$ cat config.mk
export PLATFORM = sky130hd
export DESIGN_NAME = first_fit_block_allocator
export DESIGN_NICKNAME = d
export VERILOG_FILES = /design/src/design/ffba_pkg.sv /design/src/design/ffba_ram.sv /design/src/design/ffba_ctrl.sv /design/src/design/ffba_dp.sv /design/src/design/first_fit_block_allocator.sv
export SDC_FILE = /design/constraint.sdc
export NUM_CORES = 2
export LEC_CHECK = 0
export BUFFER_PORTS_ARGS = -buffer_cell sky130_fd_sc_hd__buf_2
export CORE_ASPECT_RATIO = 1.75
export CORE_MARGIN = 3
export CORE_UTILIZATION = 63
export DETAILED_ROUTE_END_ITERATION = 10
export MAX_ROUTING_LAYER = met4
export PLACE_DENSITY_LB_ADDON = 0.2
export SLEW_MARGIN = 0
export SYNTH_ARGS = -nofsm -noshare
export SYNTH_HDL_FRONTEND = slang
export SYNTH_SLANG_ARGS = --single-unit
$ cat constraint.sdc
create_clock -name clock -period 8.2 [get_ports clock]
set_clock_uncertainty 0.1 [all_clocks]
set_input_delay 1.64 -clock clock [delete_from_list [all_inputs] [get_ports clock]]
set_output_delay 1.64 -clock clock [all_outputs]
set_load 0.01 [all_outputs]
$ cat src/design/ffba_pkg.sv
// Shared types and constants for the first-fit block allocator.
package ffba_pkg;

   localparam int ADDR_W = 32;  // payload address width
   localparam int OFF_W  = 21;  // heap offset, block size and limit width
   localparam int REQ_W  = 20;  // request size width

   localparam logic [ADDR_W-1:0] HEAP_BASE_RESET  = 32'd4096;
   localparam logic [OFF_W-1:0]  HEAP_LIMIT_RESET = 21'd1048576;

   // configuration register indexes
   localparam logic CSR_HEAP_BASE  = 1'b0;
   localparam logic CSR_HEAP_LIMIT = 1'b1;

   localparam logic MODE_ALLOC = 1'b0;
   localparam logic MODE_FREE  = 1'b1;

   typedef enum logic [2:0] {
      STAT_OK      = 3'd0,
      STAT_NOMEM   = 3'd1,
      STAT_FULL    = 3'd2,
      STAT_NULL    = 3'd3,
      STAT_UNKNOWN = 3'd4
   } status_type;

   typedef struct packed {
      logic              mode;
      logic [REQ_W-1:0]  request_bytes;
      logic [ADDR_W-1:0] payload_address;
   } req_type;

   typedef struct packed {
      logic [ADDR_W-1:0] result_address;
      status_type        status;
   } rsp_type;

   // one block table entry as stored in the table memory
   typedef struct packed {
      logic [OFF_W-1:0] start;
      logic [OFF_W-1:0] size;
      logic             is_free;
   } entry_type;

   typedef enum logic [2:0] {
      S_IDLE,
      S_MUL,
      S_MUL2,
      S_FIX,
      S_SCAN,
      S_COMMIT
   } state_type;

   typedef struct packed {
      logic capture;  // latch the request
      logic mul;      // reciprocal multiply, pointer offset
      logic mul2;     // quotient times alignment
      logic fix;      // correct rounding, rewind the scan
      logic scan;     // walk the block table
      logic commit;   // update state, load the response
   } cmd_type;

   typedef struct packed {
      logic scan_hit;
      logic scan_done;
      logic rsp_free;
   } stat_type;

endpackage

$ cat src/design/ffba_ram.sv
// Generic single-write, single-read RAM with registered read data.
module ffba_ram #(
   parameter int WIDTH = 8,
   parameter int DEPTH = 64
) (
   input  logic                     clock,
   input  logic                     wr_en,
   input  logic [$clog2(DEPTH)-1:0] wr_addr,
   input  logic [WIDTH-1:0]         wr_data,
   input  logic                     rd_en,
   input  logic [$clog2(DEPTH)-1:0] rd_addr,
   output logic [WIDTH-1:0]         rd_data
);

   logic [WIDTH-1:0] mem_ff [DEPTH];
   logic [WIDTH-1:0] rd_data_ff;

   always_ff @(posedge clock) begin
      if (wr_en) begin
         mem_ff[wr_addr] <= wr_data;
      end
      if (rd_en) begin
         rd_data_ff <= mem_ff[rd_addr];
      end
   end

   assign rd_data = rd_data_ff;

endmodule

$ cat src/design/ffba_ctrl.sv
// Sequencing state machine for the allocator.
module ffba_ctrl (
   input  logic               clock,
   input  logic               reset,
   input  logic               req_valid,
   output logic               req_stall,
   input  ffba_pkg::stat_type stat,
   output ffba_pkg::cmd_type  cmd
);

   ffba_pkg::state_type state_ff;
   ffba_pkg::state_type state_in;

   always_ff @(posedge clock) begin
      if (reset) begin
         state_ff <= ffba_pkg::S_IDLE;
      end else begin
         state_ff <= state_in;
      end
   end

   always_comb begin
      state_in = state_ff;
      cmd      = '0;
      case (state_ff)
         ffba_pkg::S_IDLE: begin
            if (req_valid) begin
               cmd.capture = 1'b1;
               state_in    = ffba_pkg::S_MUL;
            end
         end
         ffba_pkg::S_MUL: begin
            cmd.mul  = 1'b1;
            state_in = ffba_pkg::S_MUL2;
         end
         ffba_pkg::S_MUL2: begin
            cmd.mul2 = 1'b1;
            state_in = ffba_pkg::S_FIX;
         end
         ffba_pkg::S_FIX: begin
            cmd.fix  = 1'b1;
            state_in = ffba_pkg::S_SCAN;
         end
         ffba_pkg::S_SCAN: begin
            cmd.scan = 1'b1;
            if (stat.scan_hit || stat.scan_done) begin
               state_in = ffba_pkg::S_COMMIT;
            end
         end
         ffba_pkg::S_COMMIT: begin
            // hold until the response register can take the result
            if (stat.rsp_free) begin
               cmd.commit = 1'b1;
               state_in   = ffba_pkg::S_IDLE;
            end
         end
         default: begin
            state_in = ffba_pkg::S_IDLE;
         end
      endcase
   end

   assign req_stall = (state_ff != ffba_pkg::S_IDLE);

endmodule

$ cat src/design/ffba_dp.sv
// Datapath: rounding, block table scan, heap state and response register.
module ffba_dp #(
   parameter int MAX_BLOCKS   = 64,
   parameter int ALIGN_BYTES  = 8,
   parameter int HEADER_BYTES = 24
) (
   input  logic               clock,
   input  logic               reset,
   input  ffba_pkg::cmd_type  cmd,
   output ffba_pkg::stat_type stat,
   input  ffba_pkg::req_type  req_data,
   output logic               rsp_valid,
   input  logic               rsp_stall,
   output ffba_pkg::rsp_type  rsp_data,
   input  logic               csr_valid,
   input  logic               csr_index,
   input  logic [31:0]        csr_wdata
);

   localparam int AW    = ffba_pkg::ADDR_W;
   localparam int OW    = ffba_pkg::OFF_W;
   localparam int PW    = 2 * OW + 1;
   localparam int TW    = OW + 2;
   localparam int IDX_W = $clog2(MAX_BLOCKS);
   localparam int CNT_W = $clog2(MAX_BLOCKS + 1);

   // floor(2^OW / ALIGN) gives a quotient that is exact or one short
   localparam int RECIP_I = (1 << OW) / ALIGN_BYTES;
   localparam int ALIGN_M1_I = ALIGN_BYTES - 1;

   localparam logic [OW:0]      RECIP    = RECIP_I[OW:0];
   localparam logic [OW-1:0]    ALIGN_V  = ALIGN_BYTES[OW-1:0];
   localparam logic [OW-1:0]    ALIGN_M1 = ALIGN_M1_I[OW-1:0];
   localparam logic [OW-1:0]    HDR_OFF  = HEADER_BYTES[OW-1:0];
   localparam logic [AW-1:0]    HDR_ADDR = HEADER_BYTES[AW-1:0];
   localparam logic [CNT_W-1:0] MAX_CNT  = MAX_BLOCKS[CNT_W-1:0];

   // request and rounding
   logic                mode_ff, mode_in;
   logic [AW-1:0]       addr_ff, addr_in;
   logic [OW-1:0]       m_ff, m_in;
   logic [PW-1:0]       prod_ff, prod_in;
   logic [AW-1:0]       off_ff, off_in;
   logic [OW-1:0]       qa_ff, qa_in;
   logic [OW-1:0]       need_ff, need_in;
   logic [2*OW-1:0]     qa_full;
   logic [OW-1:0]       q_est;
   logic [OW-1:0]       rem;

   // scan
   logic [CNT_W-1:0]    idx_ff, idx_in;
   logic                pend_ff, pend_in;
   logic [IDX_W-1:0]    pidx_ff, pidx_in;
   logic                hit_ff, hit_in;
   logic [IDX_W-1:0]    hit_idx_ff, hit_idx_in;
   ffba_pkg::entry_type hit_ent_ff, hit_ent_in;
   logic                match;

   // heap state and configuration
   logic [CNT_W-1:0]    count_ff, count_in;
   logic [OW-1:0]       break_ff, break_in;
   logic [AW-1:0]       base_ff, base_in;
   logic [OW-1:0]       limit_ff, limit_in;
   logic [TW-1:0]       total;

   // response
   logic                rsp_valid_ff, rsp_valid_in;
   ffba_pkg::rsp_type   rsp_data_ff, rsp_data_in;

   // table memory
   logic                ram_wr_en;
   logic [IDX_W-1:0]    ram_wr_addr;
   ffba_pkg::entry_type ram_wr_ent;
   logic                ram_rd_en;
   ffba_pkg::entry_type rd_ent;

   ffba_ram #(
      .WIDTH ($bits(ffba_pkg::entry_type)),
      .DEPTH (MAX_BLOCKS)
   ) u_table (
      .clock   (clock),
      .wr_en   (ram_wr_en),
      .wr_addr (ram_wr_addr),
      .wr_data (ram_wr_ent),
      .rd_en   (ram_rd_en),
      .rd_addr (idx_ff[IDX_W-1:0]),
      .rd_data (rd_ent)
   );

   // rounding and pointer offset
   always_comb begin
      mode_in = mode_ff;
      addr_in = addr_ff;
      m_in    = m_ff;
      prod_in = prod_ff;
      off_in  = off_ff;
      qa_in   = qa_ff;
      need_in = need_ff;
      q_est   = prod_ff[2*OW-1:OW];
      qa_full = (2*OW)'(q_est) * (2*OW)'(ALIGN_V);
      rem     = m_ff - qa_ff;
      if (cmd.capture) begin
         mode_in = req_data.mode;
         addr_in = req_data.payload_address;
         m_in    = OW'(req_data.request_bytes) + ALIGN_M1;
      end
      if (cmd.mul) begin
         prod_in = PW'(m_ff) * PW'(RECIP);
         off_in  = addr_ff - base_ff - HDR_ADDR;
      end
      if (cmd.mul2) begin
         qa_in = qa_full[OW-1:0];
      end
      if (cmd.fix) begin
         need_in = (rem >= ALIGN_V) ? (qa_ff + ALIGN_V) : qa_ff;
      end
   end

   // table scan: one read issued per cycle, compare on the registered data
   always_comb begin
      if (mode_ff == ffba_pkg::MODE_FREE) begin
         match = (AW'(rd_ent.start) == off_ff);
      end else begin
         match = rd_ent.is_free && (rd_ent.size >= need_ff);
      end
      stat.scan_hit  = pend_ff && match;
      stat.scan_done = !pend_ff && (idx_ff == count_ff);
      stat.rsp_free  = !rsp_valid_ff || !rsp_stall;

      ram_rd_en  = cmd.scan && (idx_ff != count_ff);
      idx_in     = idx_ff;
      pend_in    = 1'b0;
      pidx_in    = idx_ff[IDX_W-1:0];
      hit_in     = hit_ff;
      hit_idx_in = hit_idx_ff;
      hit_ent_in = hit_ent_ff;
      if (cmd.fix) begin
         idx_in = '0;
         hit_in = 1'b0;
      end
      if (ram_rd_en) begin
         idx_in  = idx_ff + CNT_W'(1);
         pend_in = 1'b1;
      end
      if (cmd.scan && stat.scan_hit) begin
         hit_in     = 1'b1;
         hit_idx_in = pidx_ff;
         hit_ent_in = rd_ent;
      end
   end

   // commit: state update and response
   always_comb begin
      total       = TW'(break_ff) + TW'(HDR_OFF) + TW'(need_ff);
      count_in    = count_ff;
      break_in    = break_ff;
      ram_wr_en   = 1'b0;
      ram_wr_addr = hit_idx_ff;
      ram_wr_ent  = hit_ent_ff;
      rsp_data_in = rsp_data_ff;
      if (cmd.commit) begin
         rsp_data_in.result_address = '0;
         rsp_data_in.status         = ffba_pkg::STAT_OK;
         if (mode_ff == ffba_pkg::MODE_ALLOC) begin
            if (hit_ff) begin
               ram_wr_en          = 1'b1;
               ram_wr_ent.is_free = 1'b0;
               rsp_data_in.result_address = base_ff + AW'(hit_ent_ff.start) + HDR_ADDR;
            end else if (count_ff == MAX_CNT) begin
               rsp_data_in.status = ffba_pkg::STAT_FULL;
            end else if (total > TW'(limit_ff)) begin
               rsp_data_in.status = ffba_pkg::STAT_NOMEM;
            end else begin
               // append at the break
               ram_wr_en          = 1'b1;
               ram_wr_addr        = count_ff[IDX_W-1:0];
               ram_wr_ent.start   = break_ff;
               ram_wr_ent.size    = need_ff;
               ram_wr_ent.is_free = 1'b0;
               count_in           = count_ff + CNT_W'(1);
               break_in           = total[OW-1:0];
               rsp_data_in.result_address = base_ff + AW'(break_ff) + HDR_ADDR;
            end
         end else begin
            if (addr_ff == '0) begin
               rsp_data_in.status = ffba_pkg::STAT_NULL;
            end else if (!hit_ff) begin
               rsp_data_in.status = ffba_pkg::STAT_UNKNOWN;
            end else if ((CNT_W'(hit_idx_ff) + CNT_W'(1)) == count_ff) begin
               // top block: drop it and lower the break
               count_in = count_ff - CNT_W'(1);
               break_in = hit_ent_ff.start;
            end else begin
               ram_wr_en          = 1'b1;
               ram_wr_ent.is_free = 1'b1;
            end
         end
      end

      if (cmd.commit) begin
         rsp_valid_in = 1'b1;
      end else begin
         rsp_valid_in = rsp_valid_ff && rsp_stall;
      end
   end

   // configuration
   always_comb begin
      base_in  = base_ff;
      limit_in = limit_ff;
      if (csr_valid) begin
         case (csr_index)
            ffba_pkg::CSR_HEAP_BASE:  base_in  = csr_wdata;
            ffba_pkg::CSR_HEAP_LIMIT: limit_in = csr_wdata[OW-1:0];
            default: begin
               base_in  = base_ff;
               limit_in = limit_ff;
            end
         endcase
      end
   end

   always_ff @(posedge clock) begin
      if (reset) begin
         idx_ff       <= '0;
         pend_ff      <= 1'b0;
         hit_ff       <= 1'b0;
         count_ff     <= '0;
         break_ff     <= '0;
         base_ff      <= ffba_pkg::HEAP_BASE_RESET;
         limit_ff     <= ffba_pkg::HEAP_LIMIT_RESET;
         rsp_valid_ff <= 1'b0;
      end else begin
         idx_ff       <= idx_in;
         pend_ff      <= pend_in;
         hit_ff       <= hit_in;
         count_ff     <= count_in;
         break_ff     <= break_in;
         base_ff      <= base_in;
         limit_ff     <= limit_in;
         rsp_valid_ff <= rsp_valid_in;
      end
   end

   always_ff @(posedge clock) begin
      mode_ff     <= mode_in;
      addr_ff     <= addr_in;
      m_ff        <= m_in;
      prod_ff     <= prod_in;
      off_ff      <= off_in;
      qa_ff       <= qa_in;
      need_ff     <= need_in;
      pidx_ff     <= pidx_in;
      hit_idx_ff  <= hit_idx_in;
      hit_ent_ff  <= hit_ent_in;
      rsp_data_ff <= rsp_data_in;
   end

   assign rsp_valid = rsp_valid_ff;
   assign rsp_data  = rsp_data_ff;

endmodule

$ cat src/design/first_fit_block_allocator.sv
// Top level of the first-fit block allocator with a break pointer.
//
//   channel  | handshake            | payload
//   ---------+----------------------+----------------------------------
//   req      | req_valid/req_stall  | req_data  (mode, size, pointer)
//   rsp      | rsp_valid/rsp_stall  | rsp_data  (address, status)
//   csr      | csr_valid/csr_ready  | csr_index, csr_wdata
//
// One request at a time: the time from acceptance to the response register is
// set by the table scan through the single read port of the block table
// memory (one entry per cycle) plus the rounding multiplies.
// Synchronous reset empties the heap; the table needs no clearing pass.
// A response held by rsp_stall does not block the next request from being
// accepted; that request waits at its final step until the response leaves.
module first_fit_block_allocator #(
   parameter int MAX_BLOCKS   = 64,
   parameter int ALIGN_BYTES  = 8,
   parameter int HEADER_BYTES = 24
) (
   input  logic              clock,
   input  logic              reset,
   input  logic              req_valid,
   output logic              req_stall,
   input  ffba_pkg::req_type req_data,
   output logic              rsp_valid,
   input  logic              rsp_stall,
   output ffba_pkg::rsp_type rsp_data,
   input  logic              csr_valid,
   output logic              csr_ready,
   input  logic              csr_index,
   input  logic [31:0]       csr_wdata
);

   ffba_pkg::cmd_type  cmd;
   ffba_pkg::stat_type stat;

   ffba_ctrl u_ctrl (
      .clock     (clock),
      .reset     (reset),
      .req_valid (req_valid),
      .req_stall (req_stall),
      .stat      (stat),
      .cmd       (cmd)
   );

   ffba_dp #(
      .MAX_BLOCKS   (MAX_BLOCKS),
      .ALIGN_BYTES  (ALIGN_BYTES),
      .HEADER_BYTES (HEADER_BYTES)
   ) u_dp (
      .clock     (clock),
      .reset     (reset),
      .cmd       (cmd),
      .stat      (stat),
      .req_data  (req_data),
      .rsp_valid (rsp_valid),
      .rsp_stall (rsp_stall),
      .rsp_data  (rsp_data),
      .csr_valid (csr_valid),
      .csr_index (csr_index),
      .csr_wdata (csr_wdata)
   );

   assign csr_ready = 1'b1;

   a_busy_after_accept: assert property (@(posedge clock) disable iff (reset)
      req_valid && !req_stall |=> req_stall)
      else $error("request accepted without the block going busy");

   a_commit_slot_free: assert property (@(posedge clock) disable iff (reset)
      cmd.commit |-> stat.rsp_free)
      else $error("commit while the response register is still held");

   a_commit_gives_rsp: assert property (@(posedge clock) disable iff (reset)
      cmd.commit |=> rsp_valid)
      else $error("commit did not present a response");

   a_fail_zero_addr: assert property (@(posedge clock) disable iff (reset)
      rsp_valid && (rsp_data.status != ffba_pkg::STAT_OK) |->
         (rsp_data.result_address == '0))
      else $error("failed request returned a nonzero address");

   a_one_cmd: assert property (@(posedge clock) disable iff (reset)
      $onehot0({cmd.capture, cmd.mul, cmd.mul2, cmd.fix, cmd.scan, cmd.commit}))
      else $error("more than one command at once");

endmodule
==> impl_metrics.prom <==
# TYPE chip_impl_metric gauge
chip_impl_metric{name="slew_violations",unit=""} 0
chip_impl_info{name="hold_class",value="flip-flop to flip-flop"} 1
chip_impl_metric{name="final_hold_slack",unit="ns"} 0.300
chip_impl_info{name="synth_top_flop_cell",value="sky130_fd_sc_hd__edfxtp_1"} 1
chip_impl_metric{name="design.portCount",unit=""} 129
chip_impl_metric{name="total_power_divided_by_cell_area",unit="mW/mm2"} 222
chip_impl_metric{name="area_delta_synth_final",unit="%"} 12.0
chip_impl_metric{name="critPathBufInv",unit=""} 2
chip_impl_info{name="worst_path_class_setup",value="flip-flop to flip-flop"} 1
chip_impl_metric{name="dp.cells",unit=""} 8835
chip_impl_metric{name="dieArea",unit="mm2"} 0.207
chip_impl_metric{name="synth_seq_area_share",unit="%"} 73.0
chip_impl_metric{name="mapped_cell_area",unit="mm2"} 0.127
chip_impl_metric{name="clk_pin_slew_worst_paths",unit="ns"} 0.07
chip_impl_metric{name="min_period_over_period",unit="%"} 87.3
chip_impl_metric{name="antenna_violating_nets_post_route",unit=""} 0
chip_impl_metric{name="flip_flop_and_latch_count_after_synthesis",unit=""} 3116
chip_impl_metric{name="drv_cap",unit=""} 0
chip_impl_metric{name="clock.fmax",unit="MHz"} 140
chip_impl_metric{name="starting_density",unit="%"} 63.4
chip_impl_metric{name="antenna_violations_before_repair",unit=""} 13
chip_impl_metric{name="leakage",unit="nW"} 44.2
chip_impl_metric{name="globalRouteTotalUtil",unit="%"} 34.0
chip_impl_metric{name="stdcell_area",unit="mm2"} 0.142
chip_impl_metric{name="timing.critical_path.fanout_max",unit=""} 40
chip_impl_metric{name="die_width",unit="um"} 345
chip_impl_metric{name="wirelength",unit="um"} 337000
chip_impl_metric{name="synthArstFlopShare",unit="%"} 0
chip_impl_metric{name="cts_hold_repair.buffers",unit=""} 0
chip_impl_metric{name="placed_cell_area",unit="mm2"} 0.133
chip_impl_metric{name="drt-initial-drc-count",unit=""} 8040
chip_impl_metric{name="postSynthAreaPerCell",unit="um2"} 20.6
chip_impl_metric{name="peakVddDrop",unit="V"} 0.000149
chip_impl_metric{name="ys_types",unit=""} 99
chip_impl_metric{name="post_route_cells_drive_above_1_share",unit="%"} 26.8
chip_impl_metric{name="number_of_enable_type_register_cells_in_the_synthesized_netlist",unit=""} 3016
chip_impl_metric{name="hold_viol_final",unit=""} 0
chip_impl_metric{name="routed-via-count",unit=""} 64800
chip_impl_metric{name="post_layout_cell_count",unit=""} 9334
chip_impl_metric{name="port_buffers",unit=""} 127
chip_impl_metric{name="routed_wire_length_per_instance",unit="um"} 36.1
chip_impl_metric{name="cts-buffers-inserted",unit=""} 274
chip_impl_metric{name="globalplace.congestion",unit=""} 1.01
chip_impl_metric{name="crit_required",unit="ns"} 8.66
chip_impl_metric{name="die_h",unit="um"} 599
chip_impl_metric{name="fin_crit",unit="ns"} 7.16
chip_impl_metric{name="n_fill_cell",unit=""} 11500
chip_impl_info{name="run_status",value="finished, final reports clean"} 1
chip_impl_info{name="worstPathCellList",value="nand3_1 > a21oi_1 > and3_1 > nand2_1 > xnor2_1 > ha_1 > o21ai_0 > a22oi_1 > a21oi_1 > a211oi_1 > nor2_1 > xnor2_1 > ha_1 > nand2_1 > nor2_1 > a2111oi_1 > o22ai_1 > o31ai_1 > o211ai_4 > nor3_4 > buf_4 > mux2_2 > buf_12"} 1
chip_impl_metric{name="design_power_total",unit="mW"} 31.6
chip_impl_metric{name="crit_path_max_incr_delay",unit="ns"} 0.69
chip_impl_info{name="rsz0062_at_grt",value="false"} 1
chip_impl_info{name="cts_tree",value="built"} 1
chip_impl_metric{name="postcts_resize_cnt",unit=""} 0
chip_impl_metric{name="max-clock-path-buffers",unit=""} 4
chip_impl_metric{name="clkSinkCount",unit=""} 3116
chip_impl_metric{name="largest_net_degree_at_the_start_of_global_routing",unit=""} 110
chip_impl_info{name="startpoint_type",value="flip-flop"} 1
chip_impl_metric{name="cts_max_level",unit=""} 5
chip_impl_metric{name="synthesis.nets",unit=""} 6489
chip_impl_metric{name="placement.setup.worst_slack",unit="ns"} 1.21
chip_impl_metric{name="routed_via_density",unit=""} 6.95
chip_impl_metric{name="timing.setup.tns",unit="ns"} 0
chip_impl_metric{name="dpl.hpwl",unit="um"} 197000
chip_impl_metric{name="worst_pin_slew",unit="ns"} 1.33
chip_impl_metric{name="grt.overflow.total",unit=""} 0
chip_impl_metric{name="route.detailed.drc",unit=""} 0
chip_impl_metric{name="firstDrtPassIters",unit=""} 7
chip_impl_metric{name="wire_length_of_the_first_global_routing_pass",unit="um"} 486000
chip_impl_info{name="path_delay_family",value="compound AO/OA/AOI/OAI gates"} 1
chip_impl_metric{name="syn_inst",unit=""} 6163
chip_impl_metric{name="placeableCoreArea",unit="mm2"} 0.200
chip_impl_metric{name="setup_viol",unit=""} 0
chip_impl_metric{name="via_count_of_the_first_global_routing_pass",unit=""} 66800
chip_impl_metric{name="cp_data_arrival_time",unit="ns"} 7.61
chip_impl_info{name="ctsRootBufferMaster",value="sky130_fd_sc_hd__clkbuf_16"} 1
chip_impl_info{name="critPathCaptureType",value="flip-flop"} 1
chip_impl_metric{name="rows",unit=""} 217
chip_impl_metric{name="setup_slack",unit="ns"} 1.04
chip_impl_metric{name="clkLatencyLatePin",unit="ns"} 0.84
chip_impl_metric{name="maxSlewHeadroom",unit="%"} 11.4
chip_impl_metric{name="postCtsSetupBuffers",unit=""} 0
chip_impl_info{name="crit_path_top_delay_cell",value="sky130_fd_sc_hd__dfxtp_1"} 1
chip_impl_metric{name="final_net_count",unit=""} 6810
chip_impl_metric{name="ys.warnings.count",unit=""} 0
chip_impl_metric{name="postLayoutCoreUtil",unit="%"} 71.0
final timing paths:
kind | startpoint | end | slack, ns | depth (start not counted)
min | u_dp.pidx_ff[5] | u_dp.hit_idx_ff[5] | 0.30 | 0
max reg2reg | u_dp.break_ff[6] | u_dp.u_table.mem_ff[47][13] | 1.04 | 23
max | u_dp.break_ff[6] | u_dp.u_table.mem_ff[47][13] | 1.04 | 23
min reg2reg | u_dp.pidx_ff[5] | u_dp.hit_idx_ff[5] | 0.30 | 0
registers in the layout, indices dropped and copies added (netlist names), 21 cells and up:
register,count
u_dp.addr_ff,32
u_dp.base_ff,32
u_dp.break_ff,21
u_dp.hit_ent_ff,43
u_dp.limit_ff,21
u_dp.off_ff,32
u_dp.rsp_data,35
u_dp.u_table.mem_ff,2752
u_dp.u_table.rd_data,43
where the power goes:
| part | leakage (nW) | internal, mW | switching, mW |
|---|---|---|---|
| clock network | 4.33 | 7.26 | 5.73 |
| registers | 27.9 | 17.4 | 0.111 |
| logic | 11.9 | 0.389 | 0.661 |
logic make-up (layout without fill, tap and decap cells):
group	count (synthesis)	in the layout	share of synthesized area (%)
fa+ha+maj	235	235	2.36
simple gates	664	664	2.64
mux	970	970	16.6
xor+xnor	178	178	1.23
compound gates	528	528	2.72
flops	3116	3116	73.0
other cells	1	10	0.00296
buf+inv	471	1005	1.46
placed cells by master (no fill, tap or decap), drive strengths merged, types with 84 or more instances in the layout:
cell	synthesis	final
inv	193	207
clkbuf	167	336
nand2	226	226
xnor2	127	127
buf	110	322
nor2	128	128
o21ai	84	84
dfxtp	100	100
edfxtp	3016	3016
mux4	896	896
clkinv	1	103
ha	229	229
a21oi	169	169
layout make-up:
class	instances	area [um2]	area share (%)
clock inverters	153	1500	1.06
flip-flops and latches	3116	92600	65.3
clock buffers	336	7330	5.17
well taps	2628	3290	2.32
diodes	9	22.5	0.0159
multi-input cells	2576	33300	23.5
repair buffers	322	3130	2.20
inverters	194	728	0.513
cell usage after synthesis, types with 24 or more instances:
cell type	number	share of area, %
sky130_fd_sc_hd__a211oi_1	24	0.14
sky130_fd_sc_hd__a21o_1	39	0.23
sky130_fd_sc_hd__a21oi_1	167	0.66
sky130_fd_sc_hd__buf_1	64	0.19
sky130_fd_sc_hd__buf_2	37	0.15
sky130_fd_sc_hd__clkbuf_1	167	0.49
sky130_fd_sc_hd__dfxtp_1	100	1.6
sky130_fd_sc_hd__edfxtp_1	3016	71
sky130_fd_sc_hd__ha_1	229	2.3
sky130_fd_sc_hd__inv_1	193	0.57
sky130_fd_sc_hd__mux2_2	47	0.42
sky130_fd_sc_hd__mux2i_1	26	0.21
sky130_fd_sc_hd__mux4_2	896	16
sky130_fd_sc_hd__nand2_1	226	0.67
sky130_fd_sc_hd__nand2b_1	30	0.15
sky130_fd_sc_hd__nand3_1	54	0.21
sky130_fd_sc_hd__nand4_1	33	0.16
sky130_fd_sc_hd__nor2_1	127	0.38
sky130_fd_sc_hd__nor3_1	33	0.13
sky130_fd_sc_hd__nor4_1	27	0.13
sky130_fd_sc_hd__o21ai_0	80	0.32
sky130_fd_sc_hd__o22ai_1	71	0.35
sky130_fd_sc_hd__xnor2_1	127	0.88
sky130_fd_sc_hd__xor2_1	51	0.35
metal layers:
| layer | global-route usage [%] | share of wire, % |
|---|---|---|
| met1 | 40.1 | 33 |
| met2 | 56.7 | 52 |
| met3 | 5.31 | 8.0 |
| met4 | 18.9 | 6.7 |
| met5 | - | 0 |
(Power assumes the default switching activity.)
